===== src/rtl/sensor_frame_crc_decoder_unit_defines.svh =====
// assertion macros for the sensor frame crc decoder
// used by the top level only; expects clk and arst_n in scope
`ifndef SENSOR_FRAME_CRC_DECODER_UNIT_DEFINES_SVH
`define SENSOR_FRAME_CRC_DECODER_UNIT_DEFINES_SVH

// same-cycle implication, checked at every rising edge out of reset
`define SFCD_ASSERT_SAME(label, ante, cons, msg) \
	label: assert property (@(posedge clk) disable iff (!arst_n) (ante) |-> (cons)) \
		else $error(msg);

// next-cycle implication, checked at every rising edge out of reset
`define SFCD_ASSERT_NEXT(label, ante, cons, msg) \
	label: assert property (@(posedge clk) disable iff (!arst_n) (ante) |=> (cons)) \
		else $error(msg);

`endif


===== src/rtl/sfcd_pkg.sv =====
// shared constants, types and the crc-8 step for the sensor frame decoder
// no dependencies; used by sfcd_frame and sensor_frame_crc_decoder_unit
package sfcd_pkg;

	// crc-8, msb first, no final xor
	localparam logic [7:0] CRC_POLY = 8'h31;
	localparam logic [7:0] CRC_INIT = 8'hFF;

	// byte positions within a frame (0 means no frame open)
	localparam int unsigned POS_W = 3;
	localparam logic [POS_W-1:0] POS_IDLE  = 3'd0;
	localparam logic [POS_W-1:0] POS_FIRST = 3'd1;
	localparam logic [POS_W-1:0] POS_HUM_LAST = 3'd2;
	localparam logic [POS_W-1:0] POS_SPLIT = 3'd3;
	localparam logic [POS_W-1:0] POS_CRC   = 3'd6;

	// reading widths
	localparam int unsigned RAW_W  = 20;
	localparam int unsigned HUM_W  = 14;
	localparam int unsigned TC_W   = 15;
	localparam int unsigned TF_W   = 16;
	localparam int unsigned DATA_W = 96;

	// scale factors: full scale times 100, applied as raw * k >> 20
	localparam logic [13:0] HUM_SCALE = 14'd10000;
	localparam logic [14:0] TC_SCALE  = 15'd20000;
	localparam logic [15:0] TF_SCALE  = 16'd36000;
	localparam logic signed [15:0] TC_OFFSET = 16'sd5000;
	localparam logic signed [16:0] TF_OFFSET = 17'sd5800;

	// a completed frame as handed to the conversion stage
	typedef struct packed {
		logic             ok;
		logic [7:0]       status;
		logic [RAW_W-1:0] humidity_raw;
		logic [RAW_W-1:0] temperature_raw;
	} frame_t;

	// one byte through the crc-8 register
	function automatic logic [7:0] crc8_feed(input logic [7:0] crc, input logic [7:0] b);
		logic [7:0] c;
		c = crc ^ b;
		for (int i = 0; i < 8; i++) begin
			c = c[7] ? ((c << 1) ^ CRC_POLY) : (c << 1);
		end
		return c;
	endfunction

endpackage


===== src/rtl/sfcd_frame.sv =====
// frame tracker: byte position, running crc and raw value assembly
// depends on sfcd_pkg
module sfcd_frame (
	input  logic            clk,
	input  logic            arst_n,
	input  logic            advance,
	input  logic [7:0]      rx_byte,
	input  logic            frame_start,
	output logic            frame_done,
	output sfcd_pkg::frame_t frame
);
	import sfcd_pkg::*;

	logic [POS_W-1:0] pos_q, pos_d;
	logic [7:0]       crc_q, crc_d;
	logic [7:0]       status_q, status_d;
	logic [RAW_W-1:0] hum_q, hum_d;
	logic [RAW_W-1:0] temp_q, temp_d;
	logic             crc_match;

	// next state of the frame for the byte in hand
	always_comb begin
		pos_d      = pos_q;
		crc_d      = crc_q;
		status_d   = status_q;
		hum_d      = hum_q;
		temp_d     = temp_q;
		frame_done = 1'b0;
		if (frame_start) begin
			status_d = rx_byte;
			crc_d    = crc8_feed(CRC_INIT, rx_byte);
			hum_d    = '0;
			temp_d   = '0;
			pos_d    = POS_FIRST;
		end else if (pos_q == POS_IDLE) begin
			// byte outside a frame is dropped
			pos_d = POS_IDLE;
		end else if (pos_q < POS_CRC) begin
			crc_d = crc8_feed(crc_q, rx_byte);
			if (pos_q <= POS_HUM_LAST) begin
				hum_d = {hum_q[RAW_W-9:0], rx_byte};
			end else if (pos_q == POS_SPLIT) begin
				hum_d  = {hum_q[RAW_W-5:0], rx_byte[7:4]};
				temp_d = {{(RAW_W-4){1'b0}}, rx_byte[3:0]};
			end else begin
				temp_d = {temp_q[RAW_W-9:0], rx_byte};
			end
			pos_d = pos_q + POS_FIRST;
		end else begin
			// crc byte closes the frame
			frame_done = 1'b1;
			pos_d      = POS_IDLE;
			crc_d      = CRC_INIT;
		end
	end

	// frame contents, zeroed on a crc mismatch
	assign crc_match = (rx_byte == crc_q);
	always_comb begin
		frame.ok              = crc_match;
		frame.status          = crc_match ? status_q : '0;
		frame.humidity_raw    = crc_match ? hum_q : '0;
		frame.temperature_raw = crc_match ? temp_q : '0;
	end

	// frame state registers
	always_ff @(posedge clk or negedge arst_n) begin
		if (!arst_n) begin
			pos_q    <= POS_IDLE;
			crc_q    <= CRC_INIT;
			status_q <= '0;
			hum_q    <= '0;
			temp_q   <= '0;
		end else if (advance) begin
			pos_q    <= pos_d;
			crc_q    <= crc_d;
			status_q <= status_d;
			hum_q    <= hum_d;
			temp_q   <= temp_d;
		end
	end

endmodule


===== src/rtl/sensor_frame_crc_decoder_unit.sv =====
// channel  | dir | tdata fields (low bit up)                          | tuser
// s_       | in  | rx_byte[7:0]                                       | frame_start
// m_       | out | status_byte, humidity_raw, temperature_raw,        | crc_ok
//          |     | humidity_centi, temp_c_centi, temp_f_centi, pad    |
//
// one byte per cycle sustained while the stages are not full behind a stalled result
// stages: input register, frame tracker into frame register, scaling into result register
// arst_n clears all valid flags and the frame state (no frame open, crc 0xFF)
// a stalled result holds the pipeline only once every stage before it is full
//
// top level of the sensor frame crc decoder
// depends on sfcd_pkg, sfcd_frame and sensor_frame_crc_decoder_unit_defines.svh
`include "sensor_frame_crc_decoder_unit_defines.svh"

module sensor_frame_crc_decoder_unit (
	input  logic                        clk,
	input  logic                        arst_n,
	input  logic                        s_tvalid,
	output logic                        s_tready,
	input  logic [7:0]                  s_tdata,  // [7:0] rx_byte
	input  logic                        s_tuser,  // [0] frame_start
	output logic                        m_tvalid,
	input  logic                        m_tready,
	// [7:0] status_byte, [27:8] humidity_raw, [47:28] temperature_raw,
	// [61:48] humidity_centi, [76:62] temp_c_centi, [92:77] temp_f_centi, [95:93] zero
	output logic [sfcd_pkg::DATA_W-1:0] m_tdata,
	output logic                        m_tuser   // [0] crc_ok
);
	import sfcd_pkg::*;

	logic             valid_s1;
	logic [7:0]       byte_s1;
	logic             start_s1;
	logic             valid_s2;
	frame_t           frame_s2;
	logic             s2_free;
	logic             out_adv;
	logic             advance;
	logic             frame_done;
	frame_t           frame;

	logic [33:0]      hum_prod;
	logic [34:0]      tc_prod;
	logic [35:0]      tf_prod;
	logic signed [15:0] tc_val;
	logic signed [16:0] tf_val;

	logic             m_valid_q;
	logic             ok_q;
	logic [7:0]       status_q;
	logic [RAW_W-1:0] hum_raw_q;
	logic [RAW_W-1:0] temp_raw_q;
	logic [HUM_W-1:0] hum_centi_q;
	logic signed [TC_W-1:0] tc_centi_q;
	logic signed [TF_W-1:0] tf_centi_q;

	// stage flow control
	assign out_adv  = !m_valid_q || m_tready;
	assign s2_free  = !valid_s2 || out_adv;
	assign s_tready = !valid_s1 || s2_free;
	assign advance  = valid_s1 && s2_free;

	// input register
	always_ff @(posedge clk or negedge arst_n) begin
		if (!arst_n) begin
			valid_s1 <= 1'b0;
		end else if (s_tready) begin
			valid_s1 <= s_tvalid;
		end
	end

	always_ff @(posedge clk) begin
		if (s_tready && s_tvalid) begin
			byte_s1  <= s_tdata;
			start_s1 <= s_tuser;
		end
	end

	// frame tracker
	sfcd_frame u_frame (
		.clk        (clk),
		.arst_n     (arst_n),
		.advance    (advance),
		.rx_byte    (byte_s1),
		.frame_start(start_s1),
		.frame_done (frame_done),
		.frame      (frame)
	);

	// completed frame register
	always_ff @(posedge clk or negedge arst_n) begin
		if (!arst_n) begin
			valid_s2 <= 1'b0;
		end else if (s2_free) begin
			valid_s2 <= advance && frame_done;
		end
	end

	always_ff @(posedge clk) begin
		if (s2_free && advance && frame_done) begin
			frame_s2 <= frame;
		end
	end

	// scaling to hundredths, truncated before the offset
	always_comb begin
		hum_prod = 34'(frame_s2.humidity_raw) * 34'(HUM_SCALE);
		tc_prod  = 35'(frame_s2.temperature_raw) * 35'(TC_SCALE);
		tf_prod  = 36'(frame_s2.temperature_raw) * 36'(TF_SCALE);
		tc_val   = $signed({1'b0, tc_prod[34:20]}) - TC_OFFSET;
		tf_val   = $signed({1'b0, tf_prod[35:20]}) - TF_OFFSET;
	end

	// result register
	always_ff @(posedge clk or negedge arst_n) begin
		if (!arst_n) begin
			m_valid_q <= 1'b0;
		end else if (out_adv) begin
			m_valid_q <= valid_s2;
		end
	end

	always_ff @(posedge clk) begin
		if (out_adv && valid_s2) begin
			ok_q       <= frame_s2.ok;
			status_q   <= frame_s2.status;
			hum_raw_q  <= frame_s2.humidity_raw;
			temp_raw_q <= frame_s2.temperature_raw;
			if (frame_s2.ok) begin
				hum_centi_q <= hum_prod[33:20];
				tc_centi_q  <= tc_val[TC_W-1:0];
				tf_centi_q  <= tf_val[TF_W-1:0];
			end else begin
				hum_centi_q <= '0;
				tc_centi_q  <= '0;
				tf_centi_q  <= '0;
			end
		end
	end

	// output packing
	assign m_tvalid = m_valid_q;
	assign m_tuser  = ok_q;
	assign m_tdata  = {3'b000, tf_centi_q, tc_centi_q, hum_centi_q, temp_raw_q, hum_raw_q,
		status_q};

	// checks
	`SFCD_ASSERT_SAME(a_bad_crc_zero, m_valid_q && !ok_q, m_tdata == '0, "crc mismatch result not cleared")
	`SFCD_ASSERT_SAME(a_hum_range, m_valid_q, hum_centi_q < HUM_SCALE, "humidity above full scale")
	`SFCD_ASSERT_NEXT(a_no_phantom, out_adv && !valid_s2, !m_valid_q, "result without a frame")

endmodule


===== config.mk =====
export PLATFORM = sky130hd
export DESIGN_NAME = sensor_frame_crc_decoder_unit
export DESIGN_NICKNAME = d
export VERILOG_FILES = /design/src/rtl/sfcd_pkg.sv /design/src/rtl/sfcd_frame.sv /design/src/rtl/sensor_frame_crc_decoder_unit.sv
export VERILOG_INCLUDE_DIRS = /design/src /design/src/rtl
export SDC_FILE = /design/constraint.sdc
export NUM_CORES = 1
export LEC_CHECK = 0
export BUFFER_PORTS_ARGS = -buffer_cell sky130_fd_sc_hd__buf_2
export CAP_MARGIN = 10
export CORE_ASPECT_RATIO = 1.1
export CORE_MARGIN = 4
export CORE_UTILIZATION = 40
export CTS_BUF_LIST = sky130_fd_sc_hd__clkbuf_8
export DETAILED_ROUTE_END_ITERATION = 12
export PLACE_DENSITY = 0.62
export SLEW_MARGIN = 0
export SYNTH_ARGS = -nofsm -noshare
export SYNTH_HDL_FRONTEND = slang
export SYNTH_HIERARCHICAL = 1
export SYNTH_SLANG_ARGS = --single-unit

===== constraint.sdc =====
create_clock -name clk -period 6.6 [get_ports clk]
set_input_delay 0.99 -clock clk [delete_from_list [all_inputs] [get_ports clk]]
set_output_delay 0.99 -clock clk [all_outputs]
set_load 0.005 [all_outputs]

* After elaboration in Yosys (flattened, before gate mapping) *
Cells that the tools add are included.

cells by class
  add/sub/neg operators = 3
  $mul = 3
  order comparisons = 2
  equality and inequality tests = 4
  muxes and demuxes = 35
  bitwise gates (word level) = 18
  reduce and logical (&&, ||, !) cells = 19

operator list
  operator                                                               count
  20-bit two-way mux                                                     10
  6-bit two-way mux                                                      16
  20-bit by 10-bit multiplier with 30-bit output, second input constant  2
  3-bit inverter                                                         16
  20-bit by 11-bit multiplier with 31-bit output, second input constant  1
  8-bit two-way mux                                                      3
  16-bit by 13-bit subtractor with 16-bit output, second input constant  1
  15-bit by 13-bit subtractor with 15-bit output, second input constant  1
  3-bit two-way mux                                                      3
  8-bit equality test                                                    1
  8-bit inverter                                                         1
  4-bit AND reduction                                                    2
  8-bit bitwise XOR                                                      1
  1-bit logical AND                                                      6
  2-bit inequality test, second input constant                           2
  2-bit AND reduction                                                    2
  3-bit by 1-bit adder with 3-bit output, second input constant          1
  3-bit by 2-bit equality test with 1-bit output, second input constant  1
  3-bit by 2-bit <= comparator with 1-bit output, second input constant  1
  1-bit zero test                                                        3
  3-bit zero test                                                        1
  1-bit logical OR                                                       3
  3-bit less-than comparator, second input constant                      1
  1-bit two-way mux                                                      3
  other kinds (2)                                                        2

word-level totals
  bits in registers = 214
  input bits = 13
  output and inout port bits = 99
  logic and storage cells = 105

* Depth between registers and ports, before layout *
  word-level depth = 20
  mapped depth = 24
  gate-level depth less buffers = 24

* By module *
Netlist, hierarchy kept.

modules (own cells, without submodules)
  module                         times used  cells each  area each (um^2)  seq. area each (um^2)
  sensor_frame_crc_decoder_unit  1           1330        14780.4           4639.4
  sfcd_frame                     1           355         3424.5            1486.4

* Worst setup path after synthesis *
OpenSTA, ideal clock, no wires.

  path kind = register to register
  start point = register frame_s2[4] (netlist name)
  end point = register tc_centi_q[14], data pin
  library setup time = 270 ps
  arrival = 5360 ps
  data required time = 6330 ps
  setup slack = 971 ps
  stages on the path, launching flop included = 23
  path buffers = 0
  clock period less this slack = 5629 ps
  cells stage by stage = edfxtp_1 inv_1 fa_1 inv_1 ha_1 inv_1 fa_1 inv_1 ha_1 inv_1 fa_1 inv_1 ha_1 and3_1 a31o_2 a211oi_2 or3_2 o311ai_4 or3b_4 o311a_4 o211a_1 nor4_1 nor3_1

between the ends
  cells in the longest elaborated chain, start to end = 2

ends and longest elaborated chain
  element                                         RTL line                              text
  start: declaration                              sensor_frame_crc_decoder_unit.sv:35   frame_t frame_s2;
  start signal: assignment                        sensor_frame_crc_decoder_unit.sv:101  frame_s2 <= frame;
  20-bit by 10-bit multiplier with 30-bit output  sensor_frame_crc_decoder_unit.sv:108  tc_prod = 35'(frame_s2.temperature_raw) * 35'(TC_SCALE);
  15-bit by 13-bit subtractor with 15-bit output  sensor_frame_crc_decoder_unit.sv:110  tc_val = $signed({1'b0, tc_prod[34:20]}) - TC_OFFSET;
  end signal: assignment                          sensor_frame_crc_decoder_unit.sv:131  tc_centi_q <= tc_val[TC_W-1:0];
  end: declaration                                sensor_frame_crc_decoder_unit.sv:54   logic signed [TC_W-1:0] tc_centi_q;

Every way passes these cells.
A chain may end at the register's enable or synchronous reset.

* Worst setup path after layout *
  start point = register frame_s2[8] (netlist name)
  end point = register tc_centi_q[14], data pin

Same word-level chain as after synthesis.

==> results by group <==
Pwr
  • Max VDD drop: 0.265 mV
  • Clock power share: 25.5%
  • Cell-internal power: 0.00322 W
  • NetSw: 0.00181 W
  • Power density over the cells: 248 mW/mm^2
  • Tot Pwr: 0.00503 W
  • P_leak: 9.90 nW
  • Sequential share of power: 34.1%
  • Share of power burned in combinational logic: 40.4%
  • Sw Ratio: 35.9%

Yosys
  • Mapped Area: 0.0182 sq mm
  • Compound-cell area share of the yosys netlist: 8.84%
  • Post-synthesis mux area share: 1.88%
  • Largest family of logic cells by synthesized area: adder cells
  • Count leader, synth: inv_1
  • Post-synthesis xor/xnor area fraction: under 10%
  • Post-Synth Simple-Gate Area: 8.63%
  • Number of synthesized flops with an enable pin: between 150 and 200
  • Count of cell types in the netlist: 88
  • Cell count after synthesis: 1,685
  • Synthesized flop and latch total: 214
  • Post-synth top area share: 25.1%
  • Yosys warnings: 6
  • Post-synthesis sequential area ratio: about a third
  • Avg Cell Area, Syn: 10.8 sq um
  • Top FF cell, synth: edfxtp_1
  • Ranking of synthesized cells by area: edfxtp_1 (25%), ha_1 (19%), fa_1 (15%)
  • Area leader, netlist: edfxtp_1
  • Post-synthesis async set-or-reset flop share: between 20 and 30%
  • Synth Area in Adders: about a third
  • Commonest cells in the netlist: inv_1 (365), ha_1 (278), edfxtp_1 (152), fa_1 (136), nand2_1 (92)

Drt
  • Post-DRT Antenna Nets: 0
  • Post-DR wirelength/cell: 15.5 microns
  • Post-Route WL: 37,800 microns
  • DR pass1 iterations: 5
  • Post-route DRC: 0
  • Vias: 11,900
  • Routed vias/inst: 4.89
  • Initial drt markers: 537

Timing
  • Final worst slack: roughly 0.45 ns
  • Max Slew Vio Count: 0
  • RSZ-0062 raised after global routing: no
  • Setup TNS Final: 0 ns
  • Setup Skew: 0.0465 ns
  • Max Freq: 162 MHz
  • Tightest Pin Transition: 1.04 ns
  • Worst slew margin: 30.4%
  • Final critical-path required period: around 6.2 ns
  • Final Cycle Share: between 90% and 100%
  • Hold Vio Cnt, Final: 0
  • Setup violators final: 0
  • Hold WS: 0.426 ns

Run
  • Max-cap viol count: 0

GRT
  • GR Overflow Total: 0
  • Antenna violations before repair: 0
  • Total GRT Usage: 15.8%
  • Pin count of the biggest net entering global routing: 64
  • Vias in the first global route: 12,400
  • Global-route wire length before repair: 63,000 microns

Critical path
  • Critical register-to-register path endpoint: tc_centi_q[14]$_SDFFCE_PN0P_
  • Cells on worst reg2reg path: 20
  • Startpoint types: register
  • Setup CP Type: reg -> reg
  • Worst r2r src: frame_s2[8]$_DFFE_PP_
  • Critical Path Start: frame_s2[8]$_DFFE_PP_
  • Worst setup EP type: register
  • Worst R2R Setup Slack: 0.45 ns
  • Required @ worst endpoint: 6.93 ns
  • CP arrival: between 6 and 7 ns
  • Crit path capture: tc_centi_q[14]$_SDFFCE_PN0P_
  • Crit Path Max Fanout: 10

Finish
  • Final non-filler cell total: 2,433
  • Nets: 2,248
  • # diodes: 0
  • Layout Area Growth over Synthesis: 11.1%
  • Share of layout cells above drive strength 1: 12.6%

Floorplan
  • Die area: 0.0490 sq mm
  • FP Rows: 81
  • Starting Density: 40.7%
  • Die height: 232 microns
  • I/O Pins: 112
  • Die width: ~210 microns
  • Core footprint: 0.0447 sq mm

Place
  • GPL Wtd Cong: 0.853
  • HPWL Detailed: 28,600 microns
  • Port buffer count: 108
  • Worst slack, placed: roughly 0.43 ns
  • Placed cells: between 2,000 and 2,500

CTS
  • Total CTS buffers: 41
  • Clock Sinks: 214
  • Clock transition at the registers of the reported paths: 0.06 ns
  • CTS tree: done
  • Clock Path Buffers: 3
  • CTS root buffer: clkbuf_8
  • Worst skew pair latency: 0.61 ns
  • H-tree levels: 2

Outcome
  • Status: completed

Min path
  • Type of the worst min-delay path: reg -> reg
## final cells by class
type / instances / area (sq um)
fill: 4207 / 24500
multi-input combinational: 1070 / 10500
sequential: 214 / 6130
inverter: 365 / 1370
tap: 581 / 727
timing repair buffer: 129 / 698
clock buffer: 43 / 592
clock inverter: 31 / 191
## worst max-delay path: stages, from the launching register on
cell	delay, ns
edfxtp_1	0.69
inv_1	0.18
fa_1	0.53
inv_1	0.05
ha_1	0.29
fa_1	0.48
ha_1	0.29
inv_1	0.05
fa_1	0.50
inv_1	0.04
ha_1	0.30
and3_1	0.18
a22o_1	0.26
a211oi_2	0.38
or3_2	0.21
o311ai_4	0.10
or3b_4	0.43
o311a_4	0.38
o211a_1	0.24
nor4_1	0.24
nor3_1	0.08
## repair_timing
action	4_1_cts	5_1_grt
setup endpoints to repair	0	1
hold buffers	0	0
resized for setup	0	1
buffers inserted	0	2
## per-stage QoR
step                      instance area (sq um)  util [%]
final                                     20200      45.3
after global routing                      20200      45.3
after CTS                                 20200      45.2
after detailed placement                  19400      43.5
after global placement                    19400      43.5
after floorplan                           18200         -
## state kept, by name, summed over array words and instances, names as in the netlist, 3 cells and up
register,flops
hum_raw_q,20
temp_raw_q,20
u_frame/pos_q,3
u_frame/temp_q,20
byte_s1,8
hum_centi_q,14
tc_centi_q,15
u_frame/status_q,8
frame_s2,49
tf_centi_q,16
status_q,8
u_frame/crc_q,8
u_frame/hum_q,20
## worst min-delay path by stage
stage | start | end | slack (ns) | cells after the start
floorplan | frame_s2[40]$_DFFE_PP_ | status_q[0]$_DFFE_PP_ | 0.40 | 0
global placement | frame_s2[40]$_DFFE_PP_ | status_q[0]$_DFFE_PP_ | 0.41 | 0
detailed placement | frame_s2[47]$_DFFE_PP_ | status_q[7]$_DFFE_PP_ | 0.40 | 0
CTS | frame_s2[45]$_DFFE_PP_ | status_q[5]$_DFFE_PP_ | 0.43 | 0
global route | frame_s2[45]$_DFFE_PP_ | status_q[5]$_DFFE_PP_ | 0.43 | 0
finish | frame_s2[45]$_DFFE_PP_ | status_q[5]$_DFFE_PP_ | 0.43 | 0
## metal layers
layer	part of all wire, %	up-vias	GRT usage [%]
met5	0	-	0
met4	2.1	0	4.57
met3	3.8	45	2.41
met2	48	184	26.6
met1	46	5781	21.2
li1	-	5889	-
## cells in the final DEF, fill, tap and decap left out, drive strengths merged, types with 48 or more instances in the layout
cell    count
ha        278
fa        136
edfxtp    152
a21oi      48
and2       56
nor2       64
o21ai      68
inv       386
buf       129
nand2      92
dfrtp      54
## cell families (layout without fill, tap and decap cells)
| kind of cell | after synthesis | after routing |
|---|---|---|
| adder cells (fa/ha/maj) | 414 | 414 |
| buffers and inverters | 403 | 568 |
| AND/OR/NAND/NOR | 310 | 310 |
| AO/OA/AOI/OAI | 234 | 234 |
| flip-flops | 214 | 214 |
| XOR/XNOR | 76 | 76 |
| multiplexers | 33 | 33 |
| other | 1 | 3 |
## power groups by stage
stage	Clock, W	Combinational, W	Sequential [W]
after floorplan	0	0.00166	0.00171
after global placement	0	0.00199	0.00174
after detailed placement	0	0.00202	0.00174
after CTS	0.00134	0.00204	0.00172
after global routing	0.00139	0.00232	0.00173
final	0.00128	0.00203	0.00171
Power figures use the tool's default switching activity.
